### config.mk
export PLATFORM = sky130hd
export DESIGN_NAME = r184_tree
export DESIGN_NICKNAME = d
export VERILOG_FILES = /design/src/rtl/r184_pkg.sv /design/src/rtl/r184_tree.sv
export SDC_FILE = /design/constraint.sdc
export NUM_CORES = 2
export LEC_CHECK = 0
export BUFFER_PORTS_ARGS = -buffer_cell sky130_fd_sc_hd__buf_4
export CAP_MARGIN = 10
export CORE_AREA = 2 2 411 413
export DETAILED_ROUTE_END_ITERATION = 10
export DIE_AREA = 0 0 413 415
export PLACE_DENSITY = 0.54
export SETUP_SLACK_MARGIN = 0.05
export SLEW_MARGIN = 20
export SYNTH_ARGS = -nofsm -noshare
export SYNTH_HDL_FRONTEND = slang
export SYNTH_SLANG_ARGS = --single-unit
### constraint.sdc
create_clock -name clk_i -period 9.1 [get_ports clk_i]
set_input_delay 2.73 -clock clk_i [delete_from_list [all_inputs] [get_ports clk_i]]
set_output_delay 2.73 -clock clk_i [all_outputs]
set_load 0.05 [all_outputs]
### src/rtl/r184_pkg.sv
// Shared constants, types and helpers for the Rule 184 traffic ring.
`timescale 1ns / 1ps
`default_nettype none
package r184_pkg;

  localparam int MAX_CELLS = 1024;
  localparam int MIN_LEN   = 3;
  localparam int IDX_W     = $clog2(MAX_CELLS);
  localparam int CNT_W     = $clog2(MAX_CELLS + 1);
  localparam int LEN_W     = 11;
  localparam int FRAC_BITS = 16;
  localparam int QUOT_W    = FRAC_BITS + 1;

  // Popcount tree shape: groups of GRP_BITS cells, then SUM_FAN groups per
  // second-level sum, then one final sum over SUM_CNT values.
  localparam int GRP_BITS = 16;
  localparam int GRP_CNT  = MAX_CELLS / GRP_BITS;
  localparam int GRP_W    = $clog2(GRP_BITS + 1);
  localparam int SUM_FAN  = 8;
  localparam int SUM_CNT  = GRP_CNT / SUM_FAN;
  localparam int SUM_W    = $clog2(GRP_BITS * SUM_FAN + 1);

  localparam int IN_DATA_W  = 16;
  localparam int OUT_DATA_W = 1 + CNT_W + CNT_W + QUOT_W;

  localparam logic [1:0] MODE_LOAD = 2'd0;
  localparam logic [1:0] MODE_STEP = 2'd1;
  localparam logic [1:0] MODE_READ = 2'd2;

  typedef struct packed {
    logic step;
    logic cfg_wr;
  } cell_ctrl_t;

  typedef struct packed {
    logic [QUOT_W-1:0] velocity_q16;
    logic [CNT_W-1:0]  car_total;
    logic [CNT_W-1:0]  departed_count;
    logic              read_value;
  } out_item_t;

  // Saturates a written road length to the supported ring sizes.
  function automatic logic [CNT_W-1:0] clamp_len(input logic [LEN_W-1:0] len);
    int v;
    v = int'(len);
    if (v < MIN_LEN) v = MIN_LEN;
    if (v > MAX_CELLS) v = MAX_CELLS;
    return CNT_W'(v);
  endfunction

endpackage
`default_nettype wire

### src/rtl/r184_tree.sv
// Three-stage registered popcount over all ring cells.
`timescale 1ns / 1ps
`default_nettype none
module r184_tree (
  input  logic                         clk_i,
  input  logic                         rst_ni,
  input  logic                         flush_i,
  input  logic                         in_valid_i,
  input  logic [r184_pkg::MAX_CELLS-1:0] bits_i,
  output logic                         out_valid_o,
  output logic [r184_pkg::CNT_W-1:0]   total_o
);
  import r184_pkg::*;

  logic [GRP_W-1:0] grp_q [GRP_CNT];
  logic [SUM_W-1:0] sum_d [SUM_CNT];
  logic [SUM_W-1:0] sum_q [SUM_CNT];
  logic [CNT_W-1:0] total_d;
  logic [CNT_W-1:0] total_q;
  logic [2:0]       vld_q;

  always_ff @(posedge clk_i) begin
    for (int g = 0; g < GRP_CNT; g++) begin
      grp_q[g] <= GRP_W'($countones(bits_i[g*GRP_BITS +: GRP_BITS]));
    end
  end

  always_comb begin
    for (int s = 0; s < SUM_CNT; s++) begin
      sum_d[s] = '0;
      for (int k = 0; k < SUM_FAN; k++) begin
        sum_d[s] = sum_d[s] + SUM_W'(grp_q[s*SUM_FAN + k]);
      end
    end
  end

  always_ff @(posedge clk_i) begin
    sum_q <= sum_d;
  end

  always_comb begin
    total_d = '0;
    for (int s = 0; s < SUM_CNT; s++) begin
      total_d = total_d + CNT_W'(sum_q[s]);
    end
  end

  always_ff @(posedge clk_i) begin
    total_q <= total_d;
  end

  always_ff @(posedge clk_i or negedge rst_ni) begin
    if (!rst_ni) begin
      vld_q <= '0;
    end else if (flush_i) begin
      vld_q <= '0;
    end else begin
      vld_q <= {vld_q[1:0], in_valid_i};
    end
  end

  assign out_valid_o = vld_q[2];
  assign total_o     = total_q;

endmodule
`default_nettype wire

# Word level (Yosys, flattened, before mapping)
# Memories as Yosys holds them, arrays and structs flattened.
# Index checks and enable logic that the tools add are counted.
[classes]
n_addsub = 1023
muxes = 1
[ops]
columns = ["operator", "count"]
rows = [
  ["$add A1 B1 Y2", 512],
  ["$add A2 B2 Y3", 256],
  ["$add A3 B3 Y4", 128],
  ["$add A4 B4 Y5", 64],
  ["$add A8 B5 Y8", 38],
  ["$add A11 B8 Y11", 6],
  ["$add A5 B5 Y6", 8],
  ["$add A7 B5 Y8", 5],
  ["$add A6 B5 Y7", 5],
  ["$add A8 B8 Y9", 1],
  ["$mux W3", 1],
]
[word_totals]
register_bits = 78
ramBits = 320
in_bits = 1028
output_inout_bits = 12
word_cells = 1035
mem_count = 1
[mem_list]
columns = ["name", "depth", "word_bits", "rd", "rd_ports_with_merged_regs", "wr", "line_no", "rtl"]
rows = [
  ["grp_q", 64, 5, 64, 0, 64, "r184_tree.sv:15", "logic [GRP_W-1:0] grp_q [GRP_CNT];"],
]

# Longest topological paths before layout
[logic_depth]
depth_word = 7
depth_mapped = 17

# Worst setup path before layout
# OpenSTA, ideal clock, no wires.
[synth_timing]
kind = "input-to-reg"
from = "input port bits_i[443] in the netlist's numbering"
to = "memory grp_q[0][139] in the netlist's numbering"
setup_ps = 58
t_arrival_ps = 5573
required_ps = 9042
slack_ps = 3470
cell_stages = 13
n_path_buf = 0
cell_sequence = "fa_1 -> inv_1 -> fa_1 -> inv_1 -> fa_1 -> inv_1 -> fa_1 -> inv_1 -> ha_1 -> inv_1 -> fa_1 -> nor2b_1 -> o21a_1"
[synth_lines]
columns = ["element", "line_no", "rtl"]
rows = [
  ["from (decl)", "r184_tree.sv:9", "input logic [r184_pkg::MAX_CELLS-1:0] bits_i,"],
  ["to (decl)", "r184_tree.sv:15", ""],
]

==> out/metrics.csv <==
stage;metric;value;unit
outcome;outcome;finished clean;
sta;fin_crit_sh;61.24;%
placed_design;dpl_worst_slack;2.926;ns
sta;tightest_slew;0.6731;ns
synthesis;async_flop_share;0.7538;%
sta;hold_violations;0;
synthesis;avgSynthCellArea;10.96;µm²
sta;setup_viol;0;
placed_design;portBuffers;1039;
placed_design;hpwl;103200;µm
sta;rsz0062_at_grt;false;
sta;setup_ws;3.527;ns
layout;drive_gt1_share;23.31;%
cts;ctsResizeCount;0;
sta;drv_slew;0;
sta;max-slew-margin-rel;54.80;%
route;vias_per_cell;3.739;
route;wl_met1;40160;µm
setup_path;startpoint;bits_i[443];
layout;finalNetCount;7167;
synthesis;yosys_warnings;0;
cts;clk_pin_slew;0.06;ns
global_route;antenna_found_initial;17;
global_route;grt_pass1_wl;170200;µm
global_route;grt_pass1_vias;30800;
global_route;grt_overflow_total;0;
route;vias;26400;
synthesis;netlist_area;40770;µm²
synthesis;synth_seq_cells;398;
cts;cts_htree_levels;2;
route;drtIter0Drc;666;
cts;holdBufCountCts;0;
sta;max_freq;0.1795;GHz
route;antenna_left;0;
synthesis;ys_types;40;
layout;final_area;53200;µm²
setup_path;required;9.67;ns
die;rows;150;
setup_path;worstSetupPathType;primary input to flop;
route;wirelength;110200;µm
synthesis;yosysSeqAreaShare;19.58;%
layout;stdcell_count;7060;
setup_path;worstPathArrival;6.15;ns
placed_design;gp_congestion;0.8643;
layout;seq_area;7983;µm²
route;drt_first_pass_iters;4;
cts;post-cts-setup-buffer-count;0;
route;route.met2.wl;61490;µm
cts;clockBufferDepth;3;
synthesis;synth_flop_cell;dfxtp_1;
route;drc;0;
route;routed.top_layer;met5;
die;io_pins;1040;
sta;min_period;5.573;ns
die;die_w;413;µm
layout;multi_input_comb_area;27430;µm²
layout;layout_common_cells;inv_1 (1,428), buf_4 (1,039), fa_1 (898), ha_1 (430), dfxtp_1 (395);
global_route;grt_max_degree;17;
synthesis;synth_edf_count;0;
placed_design;dpl.cell_count;6963;
synthesis;synth_nets;6076;
layout;syn_to_final_growth;30.48;%
synthesis;synthesis.instances;3720;
layout;num-fill-cells;17130;
global_route;gr-usage-all-layers;13.13;%
route;wl_met3;6360;µm
die;dieArea;171400;µm²
cts;cts_tree;done;
setup_path;worst-r2r-setup-slack;4.17;ns
worst_hold_path;hold_path.class;flop to flop;
setup_path;crit_path_end;grp_q[0][139];
setup_path;end_kind;flop;
setup_path;r2r_cells;16;
placed_design;placed_cell_area;51330;µm²
die;fp.coreArea;166700;µm²
cts;worst_skew_pair.late_latency;0.65;ns
sta;fin_skew;0.04782;ns
setup_path;rr_endpoint;sum_q[7];
die;start_util;24.46;%
setup_path;r2r_start;grp_q[1][120];
cts;cts.sinks;398;
route;routedWlPerCell;15.61;µm
setup_path;startpoint_type;primary input;
cts;root_buffer;clkbuf_16;
setup_path;cp_max_fo;2;
layout;final_common_cell;inv_1;
job;maxCapViolCount;0;
cts;numCtsBuffers;50;
worst_hold_path;whs_path_depth;1;
die;die_h;415;µm
sta;final.setup.tns;0;ns
## flip-flops by register name (all words and copies together), names as in the netlist
name     count
grp_q      320
sum_q       64
total_o     11
vld_q        3
## Yosys cell counts (2+ instances only)
cell,instances,area [µm²]
a21o_1,89,668.1
a21oi_1,96,480.5
dfrtp_1,3,75.07
dfxtp_1,395,7908
fa_1,898,17980
ha_1,430,5380
inv_1,1428,5360
nand2_1,2,7.510
nand2b_1,8,50.05
nand3_1,4,20.02
nor2_1,7,26.28
nor2b_1,77,481.7
nor3_1,4,20.02
o21a_1,65,488.0
o21ai_0,12,60.06
o21bai_1,2,15.01
or3_1,2,12.51
xnor2_1,165,1445
xor2_1,12,105.1
## through the flow
step / util, % / hold WS (ns)
floorplan: - / 0.4324
global placement: 30.80 / 0.4452
detailed placement: 30.80 / 0.4543
CTS: 31.92 / 0.4599
global route: 31.92 / 0.4811
finish: 31.92 / 0.4597
## critical path, cell delays in order
cell and delay, ns:
buf_4 0.12, fa_1 0.53, inv_1 0.05, fa_1 0.72, inv_1 0.10, fa_1 0.49, inv_1 0.05, fa_1 0.42
inv_1 0.06, ha_1 0.17, inv_1 0.06, fa_1 0.40, nor2b_1 0.13, o21a_1 0.11
## metal layers
layer  vias up  global-route usage, %
li1      12730                      -
met1     12920                  14.36
met2       621                  25.86
met3       110                  2.425
met4        12                  2.564
met5         -                      0
## how the worst min path moves through the flow
| stage | from | to | slack, ns |
|---|---|---|---|
| after floorplan | grp_q[1][155] | sum_q[0] | 0.43 |
| after global placement | vld_q[1] | vld_q[2] | 0.45 |
| after detailed placement | grp_q[1][115] | sum_q[8] | 0.45 |
| after CTS | grp_q[1][115] | sum_q[8] | 0.46 |
| after global routing | vld_q[1] | vld_q[2] | 0.48 |
| final | grp_q[1][115] | sum_q[8] | 0.46 |
## kinds of logic after synthesis
group,Yosys count,synth area share (%)
and+or+nand+nor,113,1.679
buffers and inverters,1428,13.15
xor gates and xnor gates,177,3.802
DFF,398,19.58
adders and majority gates,1328,57.29
AOI/OAI and AO/OA,276,4.508
## cell type report
| cell class | count | area share, % |
|---|---|---|
| timing repair buffer | 1039 | 14.66 |
| inverter | 1428 | 10.08 |
| clock inverter | 20 | 0.6797 |
| tap | 2204 | 5.183 |
| sequential | 398 | 15.00 |
| antenna | 4 | 0.01881 |
| multi-input combinational | 1894 | 51.56 |
| clock buffer | 73 | 2.818 |
Power is left out: the tool's default activity adds up to more than one toggle a clock period on the data nets, which glitch-free logic cannot reach.
