## src/rtl/r184_pkg.sv

```systemverilog
// Shared constants, types and helpers for the Rule 184 traffic ring.
`timescale 1ns / 1ps
`default_nettype none
package r184_pkg;

  localparam int MAX_CELLS = 1024;
  localparam int MIN_LEN   = 3;
  localparam int IDX_W     = $clog2(MAX_CELLS);
  localparam int CNT_W     = $clog2(MAX_CELLS + 1);
  localparam int LEN_W     = 11;
  localparam int FRAC_BITS = 16;
  localparam int QUOT_W    = FRAC_BITS + 1;

  // Popcount tree shape: groups of GRP_BITS cells, then SUM_FAN groups per
  // second-level sum, then one final sum over SUM_CNT values.
  localparam int GRP_BITS = 16;
  localparam int GRP_CNT  = MAX_CELLS / GRP_BITS;
  localparam int GRP_W    = $clog2(GRP_BITS + 1);
  localparam int SUM_FAN  = 8;
  localparam int SUM_CNT  = GRP_CNT / SUM_FAN;
  localparam int SUM_W    = $clog2(GRP_BITS * SUM_FAN + 1);

  localparam int IN_DATA_W  = 16;
  localparam int OUT_DATA_W = 1 + CNT_W + CNT_W + QUOT_W;

  localparam logic [1:0] MODE_LOAD = 2'd0;
  localparam logic [1:0] MODE_STEP = 2'd1;
  localparam logic [1:0] MODE_READ = 2'd2;

  typedef struct packed {
    logic step;
    logic cfg_wr;
  } cell_ctrl_t;

  typedef struct packed {
    logic [QUOT_W-1:0] velocity_q16;
    logic [CNT_W-1:0]  car_total;
    logic [CNT_W-1:0]  departed_count;
    logic              read_value;
  } out_item_t;

  // Saturates a written road length to the supported ring sizes.
  function automatic logic [CNT_W-1:0] clamp_len(input logic [LEN_W-1:0] len);
    int v;
    v = int'(len);
    if (v < MIN_LEN) v = MIN_LEN;
    if (v > MAX_CELLS) v = MAX_CELLS;
    return CNT_W'(v);
  endfunction

endpackage
`default_nettype wire

```

## src/rtl/r184_div.sv

```systemverilog
// Restoring divider giving one quotient bit per cycle for the Q1.16 fraction.
`timescale 1ns / 1ps
`default_nettype none
module r184_div (
  input  logic                        clk_i,
  input  logic                        rst_ni,
  input  logic                        start_i,
  input  logic [r184_pkg::CNT_W-1:0]  dividend_i,
  input  logic [r184_pkg::CNT_W-1:0]  divisor_i,
  output logic                        done_o,
  output logic [r184_pkg::QUOT_W-1:0] quot_o
);
  import r184_pkg::*;

  localparam int STEP_W = $clog2(QUOT_W + 1);

  logic              busy_q;
  logic              done_q;
  logic              first_q;
  logic [STEP_W-1:0] cnt_q;
  logic [CNT_W:0]    rem_q;
  logic [CNT_W-1:0]  dvs_q;
  logic [QUOT_W-1:0] quot_q;
  logic [CNT_W:0]    cur;
  logic [CNT_W:0]    rem_d;
  logic              ge;

  // The dividend is the count shifted left by sixteen; the count never exceeds
  // the divisor, so the first step takes it unshifted and gives the integer bit.
  assign cur   = first_q ? rem_q : {rem_q[CNT_W-1:0], 1'b0};
  assign ge    = cur >= {1'b0, dvs_q};
  assign rem_d = ge ? (cur - {1'b0, dvs_q}) : cur;

  always_ff @(posedge clk_i or negedge rst_ni) begin
    if (!rst_ni) begin
      busy_q  <= 1'b0;
      done_q  <= 1'b0;
      first_q <= 1'b0;
      cnt_q   <= '0;
    end else begin
      done_q <= 1'b0;
      if (start_i) begin
        busy_q  <= 1'b1;
        first_q <= 1'b1;
        cnt_q   <= STEP_W'(QUOT_W);
      end else if (busy_q) begin
        first_q <= 1'b0;
        cnt_q   <= cnt_q - 1'b1;
        if (cnt_q == STEP_W'(1)) begin
          busy_q <= 1'b0;
          done_q <= 1'b1;
        end
      end
    end
  end

  always_ff @(posedge clk_i) begin
    if (start_i) begin
      rem_q <= {1'b0, dividend_i};
      dvs_q <= divisor_i;
    end else if (busy_q) begin
      rem_q  <= rem_d;
      quot_q <= {quot_q[QUOT_W-2:0], ge};
    end
  end

  assign done_o = done_q;
  assign quot_o = quot_q;

endmodule
`default_nettype wire

```

## config.mk

```make
export PLATFORM = sky130hd
export DESIGN_NAME = r184_div
export DESIGN_NICKNAME = d
export VERILOG_FILES = /design/src/rtl/r184_pkg.sv /design/src/rtl/r184_div.sv
export SDC_FILE = /design/constraint.sdc
export NUM_CORES = 1
export LEC_CHECK = 0
export BUFFER_PORTS_ARGS = -buffer_cell sky130_fd_sc_hd__buf_2
export CORE_MARGIN = 5
export CORE_UTILIZATION = 40
export CTS_CLUSTER_DIAMETER = 120
export CTS_CLUSTER_SIZE = 40
export DETAILED_ROUTE_END_ITERATION = 10
export GPL_TIMING_DRIVEN = 0
export PLACE_DENSITY = 0.67
export RECOVER_POWER = 25
export SLEW_MARGIN = 20
export SYNTH_ARGS = -nofsm -noshare
export SYNTH_HDL_FRONTEND = slang
export SYNTH_SLANG_ARGS = --single-unit
```

## constraint.sdc

```tcl
create_clock -name clk_i -period 9.2 [get_ports clk_i]
set_input_delay 0.92 -clock clk_i [delete_from_list [all_inputs] [get_ports clk_i]]
set_output_delay 0.92 -clock clk_i [all_outputs]
set_load 0.05 [all_outputs]
```

* Yosys cells after proc, flatten, opt, wreduce, memory -nomap -nowiden
Cells that the tools add are included. Widths: inputs -> output; s select.
Word-level totals: flip-flop bits (word level) 48, input port bits 25, logic and storage cells 29
Cells by class: add/subtract/negate cells 2, order comparisons 1, equality and inequality tests 1, mux-type cells 14, bitwise gates (word level) 1, reduce and logical (&&, ||, !) cells 2
Operator list (number):
- $mux 12 | 2
- $mux 11 | 2
- $ge 12x11->1 | 1
- $sub 12x11->12 | 1
- $mux 5 | 2
- $mux 1 | 8
- $eq 5x1->1 const B | 1
- $sub 5x1->5 const B | 1
- $reduce_and 2->1 | 1
- $reduce_bool 2->1 | 1
- $not 1->1 | 1

* Logic depth before layout (Yosys ltp)
word-level depth 5, gate-level depth with buffers 14, depth with buffers taken out 10

* Worst setup path after synthesis
No wires, ideal clock.
path kind flip-flop to flip-flop, start point reg first_q, end point reg rem_q[2] (data pin), library setup time 261 ps, arrival 2751 ps, setup slack 6188 ps, cell stages (with the launch flop) 13, path buffers 4, period minus slack after synthesis 3012 ps, cells stage by stage dfrtp_1 buf_6 clkbuf_1 mux2_2 ha_1 a21oi_1 o21ai_2 a2111oi_4 a22o_1 buf_6 inv_2 buf_6 a221o_1
Between the ends: word-level cells in the longest chain between the ends 5, elaborated cells between the ends (all ways) 6, classes of those cells add/sub (1); order compare (1); mux (4)
RTL lines:
- from (decl) | RTL line r184_div.sv:19 | logic first_q;
- from (signal assigned) | RTL line r184_div.sv:38 | first_q <= 1'b0;
- from (signal assigned) | RTL line r184_div.sv:44 | first_q <= 1'b1;
- from (signal assigned) | RTL line r184_div.sv:47 | first_q <= 1'b0;
- $mux 12 | RTL line r184_div.sv:30 | assign cur = first_q ? rem_q : {rem_q[CNT_W-1:0], 1'b0};
- $ge 12x11->1 | RTL line r184_div.sv:31 | assign ge = cur >= {1'b0, dvs_q};
- named net ge | RTL line r184_div.sv:26 | logic ge;
- $mux 12 | RTL line r184_div.sv:32 | assign rem_d = ge ? (cur - {1'b0, dvs_q}) : cur;
- $mux 11 | RTL line r184_div.sv:61 | end else if (busy_q) begin
- $mux 11 | RTL line r184_div.sv:58 | if (start_i) begin
- to (signal assigned) | RTL line r184_div.sv:59 | rem_q <= {1'b0, dividend_i};
- to (signal assigned) | RTL line r184_div.sv:62 | rem_q <= rem_d;
- to (decl) | RTL line r184_div.sv:21 | logic [CNT_W:0] rem_q;
The timed path passes the listed nets, and every way through them passes these cells. The select of a mux whose other input is x is not followed. A chain may end at the register's enable or synchronous reset.

* Final worst setup path
start point reg first_q, end point reg rem_q[4] (data pin)
Same word-level chain as after synthesis.

==> run_results.csv <==
group,metric,value,unit
outcome,status,"complete, no violations",
sta,min_period,3373,ps
cts,ctsResizeCount,0,
yosys,syn_area,2619,um^2
power,pwr-share-clk,17.3,%
sta,whs,449.6,ps
worst_setup_path,cp.required,9240,ps
route,routedWlPerCell,14.30,um
power,ir_drop,0.1146,mV
worst_setup_path,worstSetupEndpointType,"flip-flop",
floorplan,core,6350,um^2
sta,fin_crit_sh,36.66,%
sta,tightest_slew,677.0,ps
min_path,whs_path_depth,0,
cts,cts_sinks,48,
global_routing,grt_max_degree,19,
worst_setup_path,crit_family,"buffers and inverters",
sta,hold_viol,0,
placement,numPortBuffers,42,
global_routing,grt_pass1_vias,1814,
worst_setup_path,crit_slowest_cell,"fa_1",
power,p_seq_share,32.0,%
cts,clock_latency,300,ps
cts,htreeDepth,2,
yosys,synth-edff-count,39,
worst_setup_path,cp-start-kind,"flip-flop",
worst_setup_path,cp.buffers_inverters,5,
worst_setup_path,critPathMaxFanout,10,
placement,place.gp.congestion,0.8809,
layout,fin_nets,316,
power,power_switching_share,39.75,%
worst_setup_path,path_depth,14,
worst_setup_path,worstSetupPathType,"flip-flop to flip-flop",
yosys,postSynthAreaPerCell,11.49,um^2
power,power-per-cell-area,348.0,nW/um^2
sta,finClkSkew,14.56,ps
yosys,synth_fp_nets,267,
route,drc,0,
yosys,yosys_warnings,0,
layout,layout.cells.non_filler,355,
sta,drv_slew,0,
power,p_comb_share,50.7,%
route,vias_per_cell,5.141,
job,maxCapViolCount,0,
layout,final_util,48.22,%
floorplan,die_w,90.91,um
layout,drive_gt1_share,25.18,%
layout,final_area,3062,um^2
cts,cts_setup_buffers,0,
floorplan,die_h,90.91,um
cts,cts_tree,"done",
yosys,syn-instance-count,228,
cts,root_buffer,"clkbuf_8",
global_routing,antenna_found_initial,0,
global_routing,overflow,0,
power,p_sw,0.4235,mW
yosys,ys_types,51,
floorplan,rows,29,
min_path,hold_path_class,"flip-flop to flip-flop",
sta,timing.fmax,296.5,MHz
yosys,ys_seq_area_share,53.13,%
cts,cts.clk_slew.worst_paths,100,ps
sta,setup_tns,0,ps
layout,layout_commonest_cell,"buf_2",
route,num_vias,1825,
sta,slew_headroom,54.82,%
floorplan,initial_core_util,41.24,%
worst_setup_path,worstPathCellList,"buf_6 > clkbuf_1 > nand2_1 > ha_1 > fa_1 > nand2b_1 > a21oi_2 > o21ai_0 > a22o_1 > buf_6 > inv_2 > buf_6 > mux2i_1 > a21oi_1",
route,wl,5075,um
placement,post-place-cells,347,
route,drtAntennaViolNets,0,
yosys,synthFlopType,"edfxtp_1",
layout,synthToLayoutAreaGrowth,16.91,%
power,intPower,0.6419,mW
route,drt_first_pass_iters,4,
yosys,synth_seq_cells,48,
cts,cts_hold_repair.buffers,0,
layout,layout_common_cells,"buf_2, edfxtp_1, nand2_1",
sta,rsz0062_at_grt,"false",
cts,clock_path_buffers,2,
yosys,synth-async-reset-ratio,16.67,%
worst_setup_path,reg2reg_depth,14,
power,p_leak,1.320,nW
route,drt-initial-drc-count,53,
cts,numCtsBuffers,5,
global_routing,grt_pass1_wl,8590,um
worst_setup_path,worstPathArrival,3410,ps
worst_setup_path,max_stage_delay,390,ps
worst_setup_path,cp_common_cell,"buf_6",
placement,placed_cell_area,2925,um^2
floorplan,io_pins,43,
layout,diodes,0,
floorplan,die-area,8265,um^2
global_routing,grt.total_usage,12.54,%
placement,dp_hpwl,3862,um
sta,setup_viol,0,
-- through the flow --
stage / total power, mW / setup slack, ps
detailed placement: 0.8804 / 5839
global route: 1.143 / 5546
floorplan: 0.7731 / 6188
global placement: 0.8704 / 5858
CTS: 1.067 / 5819
finish: 1.065 / 5827
-- worst paths after layout --
kind | start | end | slack [ps]
max | first_q | rem_q[4] | 5830
min | quot_o[1] | quot_o[2] | 450
max reg2reg | first_q | rem_q[4] | 5830
min reg2reg | quot_o[1] | quot_o[2] | 450
max in group asynchronous | rst_ni | first_q | 8390
min in group asynchronous | rst_ni | done_o | 510
-- sequential cells by signal, summed over array words and instances, names as in the netlist --
register	count
rem_q	12
first_q	1
cnt_q	5
dvs_q	11
busy_q	1
quot_o	17
done_o	1
-- final cells by class --
cell class,count,area [um^2]
Timing Repair Buffer,42,209.0
Clock inverter,3,68.82
Fill cell,588,3288
Tap cell,77,96.34
Multi-Input combinational cell,152,1100
Inverter,19,71.32
Clock buffer,5,68.82
Buffer,9,56.30
Sequential cell,48,1391
-- cell usage after synthesis (4+ instances only) --
library cell | count | area (um^2)
clkbuf_1 | 6 | 22.52
a21oi_1 | 7 | 35.03
a21o_1 | 5 | 37.54
mux2i_1 | 4 | 40.04
nand3_1 | 8 | 40.04
nand2_1 | 28 | 105.1
o21ai_0 | 7 | 35.03
nor2_1 | 14 | 52.55
mux2_2 | 11 | 123.9
dfrtp_1 | 8 | 200.2
xnor2_1 | 7 | 61.31
inv_1 | 17 | 63.81
ha_1 | 13 | 162.7
edfxtp_1 | 39 | 1171
-- cells by family after synthesis --
kind of cell             Yosys count  share of synthesized area [%]
AO/OA/AOI/OAI                     47                          13.43
XOR/XNOR                          10                          3.345
adder cells (fa/ha/maj)           14                          6.976
buffers and inverters             28                          4.873
flip-flops                        48                          53.13
multiplexers                      16                          6.832
AND/OR/NAND/NOR                   65                          11.42
-- power groups by stage --
| stage | Sequential (mW) | Combinational (mW) | Clock [mW] |
|---|---|---|---|
| after floorplan | 0.398 | 0.375 | 0 |
| after global placement | 0.344 | 0.527 | 0 |
| after detailed placement | 0.347 | 0.533 | 0 |
| after CTS | 0.343 | 0.538 | 0.187 |
| after global routing | 0.350 | 0.596 | 0.196 |
| final | 0.341 | 0.540 | 0.184 |
-- routing by layer --
layer | GRT usage, % | up-vias | routed length (um)
li1 | - | 928 | -
met1 | 17.04 | 853 | 2427
met2 | 20.58 | 38 | 2375
met3 | 2.833 | 6 | 225
met4 | 2.689 | 0 | 47
met5 | 0 | - | 0
No activity file was read; power rests on OpenSTA's default activity.
