[config.mk]
export PLATFORM = sky130hd
export DESIGN_NAME = r184_cell
export DESIGN_NICKNAME = d
export VERILOG_FILES = /design/src/rtl/r184_pkg.sv /design/src/rtl/r184_cell.sv
export SDC_FILE = /design/constraint.sdc
export NUM_CORES = 1
export LEC_CHECK = 0
export BUFFER_PORTS_ARGS = -buffer_cell sky130_fd_sc_hd__buf_4
export CORE_AREA = 2 2 39 41
export CTS_BUF_LIST = sky130_fd_sc_hd__clkbuf_4 sky130_fd_sc_hd__clkbuf_8 sky130_fd_sc_hd__clkbuf_16
export CTS_CLUSTER_SIZE = 28
export DETAILED_ROUTE_END_ITERATION = 16
export DIE_AREA = 0 0 41 43
export PLACE_DENSITY = 0.39
export SLEW_MARGIN = 15
export SYNTH_ARGS = -nofsm -noshare
export SYNTH_HDL_FRONTEND = slang
export SYNTH_SLANG_ARGS = --single-unit
[constraint.sdc]
create_clock -name clk_i -period 1.2 [get_ports clk_i]
set_input_delay 0.18 -clock clk_i [delete_from_list [all_inputs] [get_ports clk_i]]
set_output_delay 0.18 -clock clk_i [all_outputs]
set_load 0.01 [all_outputs]
[src/rtl/r184_pkg.sv]
// Shared constants, types and helpers for the Rule 184 traffic ring.
`timescale 1ns / 1ps
`default_nettype none
package r184_pkg;

  localparam int MAX_CELLS = 1024;
  localparam int MIN_LEN   = 3;
  localparam int IDX_W     = $clog2(MAX_CELLS);
  localparam int CNT_W     = $clog2(MAX_CELLS + 1);
  localparam int LEN_W     = 11;
  localparam int FRAC_BITS = 16;
  localparam int QUOT_W    = FRAC_BITS + 1;

  // Popcount tree shape: groups of GRP_BITS cells, then SUM_FAN groups per
  // second-level sum, then one final sum over SUM_CNT values.
  localparam int GRP_BITS = 16;
  localparam int GRP_CNT  = MAX_CELLS / GRP_BITS;
  localparam int GRP_W    = $clog2(GRP_BITS + 1);
  localparam int SUM_FAN  = 8;
  localparam int SUM_CNT  = GRP_CNT / SUM_FAN;
  localparam int SUM_W    = $clog2(GRP_BITS * SUM_FAN + 1);

  localparam int IN_DATA_W  = 16;
  localparam int OUT_DATA_W = 1 + CNT_W + CNT_W + QUOT_W;

  localparam logic [1:0] MODE_LOAD = 2'd0;
  localparam logic [1:0] MODE_STEP = 2'd1;
  localparam logic [1:0] MODE_READ = 2'd2;

  typedef struct packed {
    logic step;
    logic cfg_wr;
  } cell_ctrl_t;

  typedef struct packed {
    logic [QUOT_W-1:0] velocity_q16;
    logic [CNT_W-1:0]  car_total;
    logic [CNT_W-1:0]  departed_count;
    logic              read_value;
  } out_item_t;

  // Saturates a written road length to the supported ring sizes.
  function automatic logic [CNT_W-1:0] clamp_len(input logic [LEN_W-1:0] len);
    int v;
    v = int'(len);
    if (v < MIN_LEN) v = MIN_LEN;
    if (v > MAX_CELLS) v = MAX_CELLS;
    return CNT_W'(v);
  endfunction

endpackage
`default_nettype wire

[src/rtl/r184_cell.sv]
// One road cell: holds a car bit and applies the Rule 184 update.
`timescale 1ns / 1ps
`default_nettype none
module r184_cell (
  input  logic                clk_i,
  input  logic                rst_ni,
  input  r184_pkg::cell_ctrl_t ctrl_i,
  input  logic                act_i,
  input  logic                keep_i,
  input  logic                wr_i,
  input  logic                wr_val_i,
  input  logic                behind_i,
  input  logic                ahead_i,
  output logic                val_o,
  output logic                moved_o
);
  import r184_pkg::*;

  logic val_q;
  logic moved_q;
  logic nxt;

  // A car stays when blocked, and a car behind enters an empty cell.
  assign nxt = act_i & ((val_q & ahead_i) | (behind_i & ~val_q));

  always_ff @(posedge clk_i or negedge rst_ni) begin
    if (!rst_ni) begin
      val_q <= 1'b0;
    end else if (ctrl_i.cfg_wr) begin
      val_q <= val_q & keep_i;
    end else if (ctrl_i.step) begin
      val_q <= nxt;
    end else if (wr_i && act_i) begin
      val_q <= wr_val_i;
    end
  end

  always_ff @(posedge clk_i) begin
    if (ctrl_i.step) begin
      moved_q <= val_q & ~nxt;
    end
  end

  assign val_o   = val_q;
  assign moved_o = moved_q;

endmodule
`default_nettype wire

# --- Word-level counts from Yosys, hierarchy flattened ---
# Index checks and enable logic that the tools add are counted.
totals:
  reg_bits: 2
  latchBits: 0
  ramBits: 0
  rom_bits: 0
  inputBits: 10
  output_inout_bits: 2
  elab_cells: 15
  memories: 0
classes:
  add_sub_neg: 0
  n_mul: 0
  n_div: 0
  order_cmp: 0
  eq_ne: 0
  shifts: 0
  n_mux: 3
  n_bitwise: 8
  reduce_logical: 2
op_table:
  columns: ["op", "n"]
  rows:
  - ["1-bit AND", 5]
  - ["1-bit 2-to-1 mux", 3]
  - ["3-bit nonzero test", 1]
  - ["1-bit NOT", 2]
  - ["1-bit logical AND", 1]
  - ["1-bit bitwise OR", 1]

# --- Longest topological paths before layout ---
# Gate-level depths: netlist (run 1).
logic_depth:
  depth_word: 6
  ltp_mapped: 3
  ltp_nobuf: 3

# --- Least setup slack after synthesis (run 1) ---
# OpenSTA, ideal clock, no wires.
synth_path:
  path_kind: "reg-to-reg"
  start: "register val_q (netlist: val_o)"
  end: "register val_q (netlist: val_o)"
  setup_ns: 0.104
  arrival_ns: 0.967
  t_required_ns: 1.096
  path_slack_ns: 0.129
  stages_incl_launch_ff: 4
  n_path_buf: 0
  period_less_slack_ns: 1.071
  path_cell_list: "dfrtp_1 -> mux2i_1 -> or3_1 -> o311ai_1"
synth_between:
  elab_chain_len: 6
  word_cells_on_any_way: 8
  cone_classes: "mux: 2; bitwise: 6"
synth_lines:
  columns: ["element", "line", "rtl"]
  rows:
  - ["start: declaration", "r184_cell.sv:19", "logic val_q;"]
  - ["start signal: assignment", "r184_cell.sv:30", "val_q <= val_q & keep_i;"]
  - ["start signal: assignment", "r184_cell.sv:32", "val_q <= nxt;"]
  - ["start signal: assignment", "r184_cell.sv:34", "val_q <= wr_val_i;"]
  - ["1-bit NOT", "r184_cell.sv:24", "assign nxt = act_i & ((val_q & ahead_i) | (behind_i & ~val_q));"]
  - ["1-bit AND", "r184_cell.sv:24", null]
  - ["1-bit bitwise OR", "r184_cell.sv:24", null]
  - ["1-bit AND", "r184_cell.sv:24", null]
  - ["1-bit 2-to-1 mux", "r184_cell.sv:31", "end else if (ctrl_i.step) begin"]
  - ["1-bit 2-to-1 mux *", "r184_cell.sv:29", "end else if (ctrl_i.cfg_wr) begin"]
# Every way passes the cells marked *; elsewhere a longest branch is shown, timed or not.
# A chain may end at the register's enable or synchronous reset.

# --- Worst setup path in the final report (run 1) ---
# Same ends and word-level chain as after synthesis.

==> impl_summary.md, run 1 <==
Power and ir drop
Per report_power, the combinational group accounts for 16.1% of the total. For this design the total switching power over the nets is 0.0651 mW. The total power after layout is 0.325 mW. The switching portion of total power is 20.0%.

The leakage power is 0.120 nW. The power share of the sequential group is 25.5%. The power density of the placed cells is 1290 mW/mm². The clock power share is 58.4%.

VDD sags by at most 0.380 mV. The internal power of the cells totals 0.260 mW.

Synthesis
The area share of the largest cell type after synthesis is 27.3%. The proportion of synthesized chip area in sequential cells is 50.0%. The number of warning messages in the yosys log is 0. The biggest area contributor in the post-synthesis netlist is edfxtp_1.

A synthesized cell averages 11.0 µm². The net count of the mapped netlist is 20. Synthesis instantiated 8 different standard cells from the library. The number of synthesized register bits is 2. Counting every instance in the synthesized netlist gives 10.

Yosys attributes the largest share of cell area to edfxtp_1, dfrtp_1, mux2i_1. The synthesized area is 110 µm².

Setup path
The worst setup path is captured at a flop. The path type of the worst setup path is flop to flop. Data on the critical path arrives at its endpoint at 1190 ps. The startpoint identified for the worst register-to-register timing path is val_o. The setup check on the worst reg-to-reg path leaves a slack of 120 ps.

The maximum net fanout on the critical path is 5. The kind of start point of the critical path is a flop. The worst register-to-register path ends at val_o. The number of cells on the worst reg-to-reg path is 3. For the worst setup path, the data required time is 1310 ps.

Routing
The routed design has 361 µm of wire. Across all layers, the routed design uses 139 vias. After detailed routing, the number of remaining DRC violations is 0. After the first detailed-routing iteration, the DRC count stood at 2. Using the TritonRoute via totals, the vias-per-cell ratio works out to 3.31. The average wire per standard cell is 8.60 µm. The number of iterations in the first detailed-routing pass is 4. The number of nets still failing antenna checks after routing is 0.

Timing
Adding up every negative setup slack in the final design gives 0 ps. For the pin with the worst max-slew slack, the measured transition is 250 ps. Setup repair after global routing left no endpoint under its margin.

The final count of pins violating max slew was 0. The timing-limited maximum frequency is 926 MHz. Dividing the final minimum period by the clock period gives 90.0%.

Counting I/O delays and the setup requirement, the final critical path takes 1080 ps. The final-report hold violation count is 0. The worst relative slew slack is 83.1%. The setup violation total in the final timing report is 0. On the final layout, the worst clock skew is 8.38 ps. The post-route worst setup slack is 120 ps.

Global route
Entering global routing, the biggest net connects 6 pins. Summed over all layers, the global routing overflow is 0. The initial antenna violation count is 0. The via count of the first global-routing pass is 140. The wire length of the first global-routing pass is 552 µm. In the global route stage, overall resource usage came out at 5.42%.

Cells and area
The layout has 156 filler cells. Relative to the synthesized area, the layout overhead comes to 130%. The number of antenna diodes is 0. The final layout net count is 37. The fraction of final layout cells sized beyond drive strength 1 is 57.7%. After the flow finishes, the layout carries non-filler instances totaling 42.

Clock network
The tree is rooted in a clkbuf_4. The clock tree from TritonCTS is done. Clock latency on the worst-skew pair, taken at its later pin, is 230 ps. The clock passes through at most 2 buffers. Once the clock tree was built, the resizer swapped 0 gates to a different size. In this run the number of H-tree levels came out at 1.

The count of clock tree sinks is 2. The number of clock buffers added by TritonCTS is 3. After clock tree synthesis, the clock-pin slew on the worst setup and hold paths is 40 ps. The number of hold buffers added after CTS was 1. The buffers inserted during post-CTS setup optimization is 0.

Min path
The path with the worst hold slack has its endpoint at moved_o. Along the worst hold path, the cell count comes to 1. The tightest min-delay check is of the input port to flop type. The worst hold path begins at ctrl_i[1].

Placement
The worst-case setup slack after placement is 111 ps. Once placement completed, the tool counted placed cells totaling 37. The final weighted congestion in routability-driven placement is 0.600.

The count of port buffers added during placement is 11.

Floorplan
The initial core utilization is 7.96%. The overall die height is 43 µm. The core region is 0.00138 mm².

The floorplan step defined a die boundary enclosing 0.00176 mm². The number of cell rows is 14. 12 I/O pins were placed.

From left edge to right edge, the die measures 41 µm.

Flow run
Max-cap violations in this run came to 0.

Run status
The flow ran to the end, and the final reports show no timing, DRC or antenna violations.
==> sequential cells by signal, summed over array words and instances (netlist names) <==
signal and count:
moved_o 1, val_o 1
==> routing by layer <==
layer,vias up,track usage (%),wire [µm]
met1,51,7.05,153
met2,18,3.75,103
li1,70,-,-
met4,0,2.00,0
met3,0,8.90,103
met5,-,0,0
==> cells by family (layout without fill, tap and decap cells) <==
group                  Yosys count  count (layout)  synth area share (%)
AOI/OAI and AO/OA                2               2                  14.8
muxes                            2               2                  18.2
DFF                              2               2                  50.0
buffers and inverters            0              16                     0
and+or+nand+nor                  4               4                  17.0
==> critical path: stages, from the launching register on <==
cell,delay (ps)
dfrtp_1,410
mux2i_1,130
or3_1,340
o311ai_1,90
==> power groups by stage <==
stage / logic (mW) / registers [mW] / clock network [mW]
after floorplan: 0.0114 / 0.0866 / 0
after global placement: 0.0496 / 0.0835 / 0
after detailed placement: 0.0506 / 0.0842 / 0
after CTS: 0.0532 / 0.0834 / 0.199
after global routing: 0.0578 / 0.0838 / 0.212
final: 0.0522 / 0.0830 / 0.190
==> worst max path at each step <==
stage,start,to,slack [ps]
global route,val_o,val_o,40
finish,val_o,val_o,120
floorplan,val_o,val_o,130
global placement,val_o,val_o,160
detailed placement,val_o,val_o,110
CTS,val_o,val_o,100
==> synth_stat cells <==
cell type  instances
mux2i_1            2
nand2_1            2
a21boi_0           1
dfrtp_1            1
edfxtp_1           1
nand3_1            1
o311ai_1           1
or3_1              1
==> per-stage QoR <==
step	hold slack (ps)	utilization [%]	instance area (µm²)
floorplan	-116	-	110
global placement	-40.3	15.4	213
detailed placement	-38.5	15.4	213
CTS	157	18.3	253
global route	153	18.3	253
finish	166	18.3	253
==> final cells by class <==
type                       count  area (µm²)  share of cell area, %
clock buffer                   4        30.0                   11.9
multi-input combinational      8        55.1                   21.8
sequential                     2        55.1                   21.8
tap                           16        20.0                   7.92
timing repair buffer          12        92.6                   36.6
==> cells in the final DEF, fill, tap and decap left out, drive strengths merged <==
master / n
dlygate4sd3: 1
mux2i: 2
buf: 11
or3: 1
o311ai: 1
dfrtp: 1
nand3: 1
clkbuf: 4
nand2: 2
edfxtp: 1
a21boi: 1
(Power assumes the default switching activity.)
==> run 2: changes to the inputs <==
--- a/config.mk
+++ b/config.mk
@@ -6,12 +6,14 @@
 export NUM_CORES = 1
 export LEC_CHECK = 0
 export BUFFER_PORTS_ARGS = -buffer_cell sky130_fd_sc_hd__buf_4
+export CELL_PAD_IN_SITES_DETAIL_PLACEMENT = 0
+export CELL_PAD_IN_SITES_GLOBAL_PLACEMENT = 1
 export CORE_AREA = 2 2 39 41
 export CTS_BUF_LIST = sky130_fd_sc_hd__clkbuf_4 sky130_fd_sc_hd__clkbuf_8 sky130_fd_sc_hd__clkbuf_16
 export CTS_CLUSTER_SIZE = 28
 export DETAILED_ROUTE_END_ITERATION = 16
 export DIE_AREA = 0 0 41 43
-export PLACE_DENSITY = 0.39
+export PLACE_DENSITY = 0.47
 export SLEW_MARGIN = 15
 export SYNTH_ARGS = -nofsm -noshare
 export SYNTH_HDL_FRONTEND = slang
==> run 2 against run 1 <==
- clock skew is 1.4 ps lower
- utilization unchanged
- design area unchanged
- sequential cell count is the same
- highest routed layer is now met4
==> impl_summary.md, run 2 (same netlist as run 1, synthesis figures left out) <==
Routing
The number of iterations in the first detailed-routing pass is 2. The average via count per standard cell is 3.55. Dividing the detail-routed wire length by the instance count gives 8.60 µm. The detail route stage leaves a number of antenna-violating nets equal to 0.

The detailed router placed 149 vias in this run. After detailed routing, the number of remaining DRC violations is 0. The first routing iteration left 2 violations.

The final layout contains routed wiring with a total length of 361 µm.

Floorplan
The number of cell rows is 14. The die footprint is 0.00176 mm². The overall die height is 43 µm. In this run the standard cell core region covers 0.00138 mm².

12 I/O pins were placed. Measured along the x axis, the die boundary spans 41 µm. The initial utilization of the core area, before any placement, comes to 7.96%.

Clock network
The library cell used as clock root buffer is clkbuf_4. Buffers inserted to repair hold after CTS numbered 1. The number of resized instances in the post-cts repair step is 0. The clock reaches the later pin of the worst-skew pair after 230 ps.

The clock tree from TritonCTS is done. In this run the number of H-tree levels came out at 1. The clock slew at the register clock pins of the worst setup and hold paths is 40 ps.

The count of clock tree sinks is 2. The clock passes through at most 2 buffers. The buffers inserted during post-CTS setup optimization is 0. The total CTS buffers is 3.

Setup path
The data arrival time at the worst-slack endpoint is 1210 ps. The required time of the critical path is 1310 ps. The setup slack on the worst flop-to-flop path is 100 ps. The maximum single-stage delay on the critical path is 420 ps. The beginning of the worst register-to-register path is val_o. The critical path goes through mux2i_1 > or3_1 > o311ai_1.

The critical path's slowest cell is dfrtp_1. STA classifies the critical path endpoint as a flop. The endpoint identified for the worst register-to-register timing path is val_o. The length in cells of the worst reg-to-reg path is 3. The path type of the worst setup path is flop to flop. The maximum net fanout on the critical path is 5. The kind of start point of the critical path is a flop.

Placement
At the end of routability-driven placement, the weighted congestion stood at 0.582. Once placement completed, the tool counted placed cells totaling 37. The placed instances occupy a cell area of 213 µm². The count of port buffers added during placement is 11.

Timing
Timing would allow up to 909 MHz. The final-report hold violation count is 0. On the final layout, the worst clock skew is 7.00 ps. On the final layout, the worst hold slack is 164 ps. Adding up every negative setup slack in the final design gives 0 ps. The final count of pins violating max slew is 0. The final critical delay including setup and external delays is 1100 ps. Measured against its own limit, the worst slew margin works out to 83.1%. Setup repair after global routing left no endpoint under its margin. In the finished design, the share of the clock period the worst path needs comes to 91.7%. Setup violations remaining at the end of the flow were counted as 0. The worst-margin pin slew is 250 ps.

Global route
The overall routing resource usage is 5.23%. The via count of the first global-routing pass came to 139. The total congestion overflow after global routing is 0. The wire length of the first global-routing pass is 489 µm. The initial antenna violation count is 0. Entering global routing, the biggest net connects 6 pins.

Power and ir drop
IR analysis of the VDD net gives a maximum drop of 0.261 mV. The leakage power is 0.120 nW. The total power after layout is 0.329 mW.

Dividing total power by cell area gives a power density of 1300 mW/mm².

Min path
The worst hold path endpoint is moved_o. The startpoint identified for the worst hold timing path is ctrl_i[1]. The min-delay analysis places its worst path in the category input port to flop. The worst hold path cell count is 1.

Cells and area
The finished cells cover 253 µm². The most common cell after layout, fill and taps aside is buf_4. The fill cell instance count of the final layout is 157. The area added between synthesis and finish is 130%.

Leaving out fill and tap cells, the most frequent cells in the layout are buf_4, clkbuf_4, nand2_1, mux2i_1. The fraction of final layout cells sized beyond drive strength 1 is 57.7%. The number of antenna diodes is 0. In the final design database the tool counted 37 nets. The post-layout instance count excluding filler cells is 42.

Flow run
The number of max-cap violations is 0.

Run status
The run finished with clean final reports.
[run 2: cell type report]
class | instances | area [µm²] | share of cell area, %
timing repair buffer | 12 | 92.6 | 36.6
multi-input combinational | 8 | 55.1 | 21.8
sequential | 2 | 55.1 | 21.8
clock buffer | 4 | 30.0 | 11.9
tap | 16 | 20.0 | 7.92
[run 2: layer usage]
metal | GRT usage, % | part of all wire, %
met4 | 10.0 | 4.2
met5 | 0 | 0
met1 | 5.48 | 47
met3 | 3.14 | 13
met2 | 4.38 | 35
[run 2: worst max path at each step]
stage | start | endpoint | slack [ps]
5_1_grt | val_o | val_o | 40
3_5_place_dp | val_o | val_o | 110
2_1_floorplan | val_o | val_o | 130
6_report | val_o | val_o | 100
3_3_place_gp | val_o | val_o | 140
4_1_cts | val_o | val_o | 100
[run 2: critical path: cells and delay by family, from the launching register on]
kind / cells / cell delay, ps
AOI/OAI and AO/OA: 1 / 90
muxes: 1 / 140
DFF: 1 / 420
and+or+nand+nor: 1 / 340
[run 2: where the power goes]
group	internal, mW	total, mW	switching (mW)	leakage [nW]
Clock	0.147	0.193	0.0466	0.0184
Combinational	0.0348	0.0517	0.0169	0.0783
Sequential	0.0787	0.0837	0.00502	0.0236
Total	0.260	0.329	0.0685	0.120
[run 2: through the flow]
stage / setup WS, ps / utilization (%)
2_1_floorplan: 129 / -
3_3_place_gp: 136 / 15.4
3_5_place_dp: 105 / 15.4
4_1_cts: 98.7 / 18.3
5_1_grt: 39.4 / 18.3
6_report: 100 / 18.3
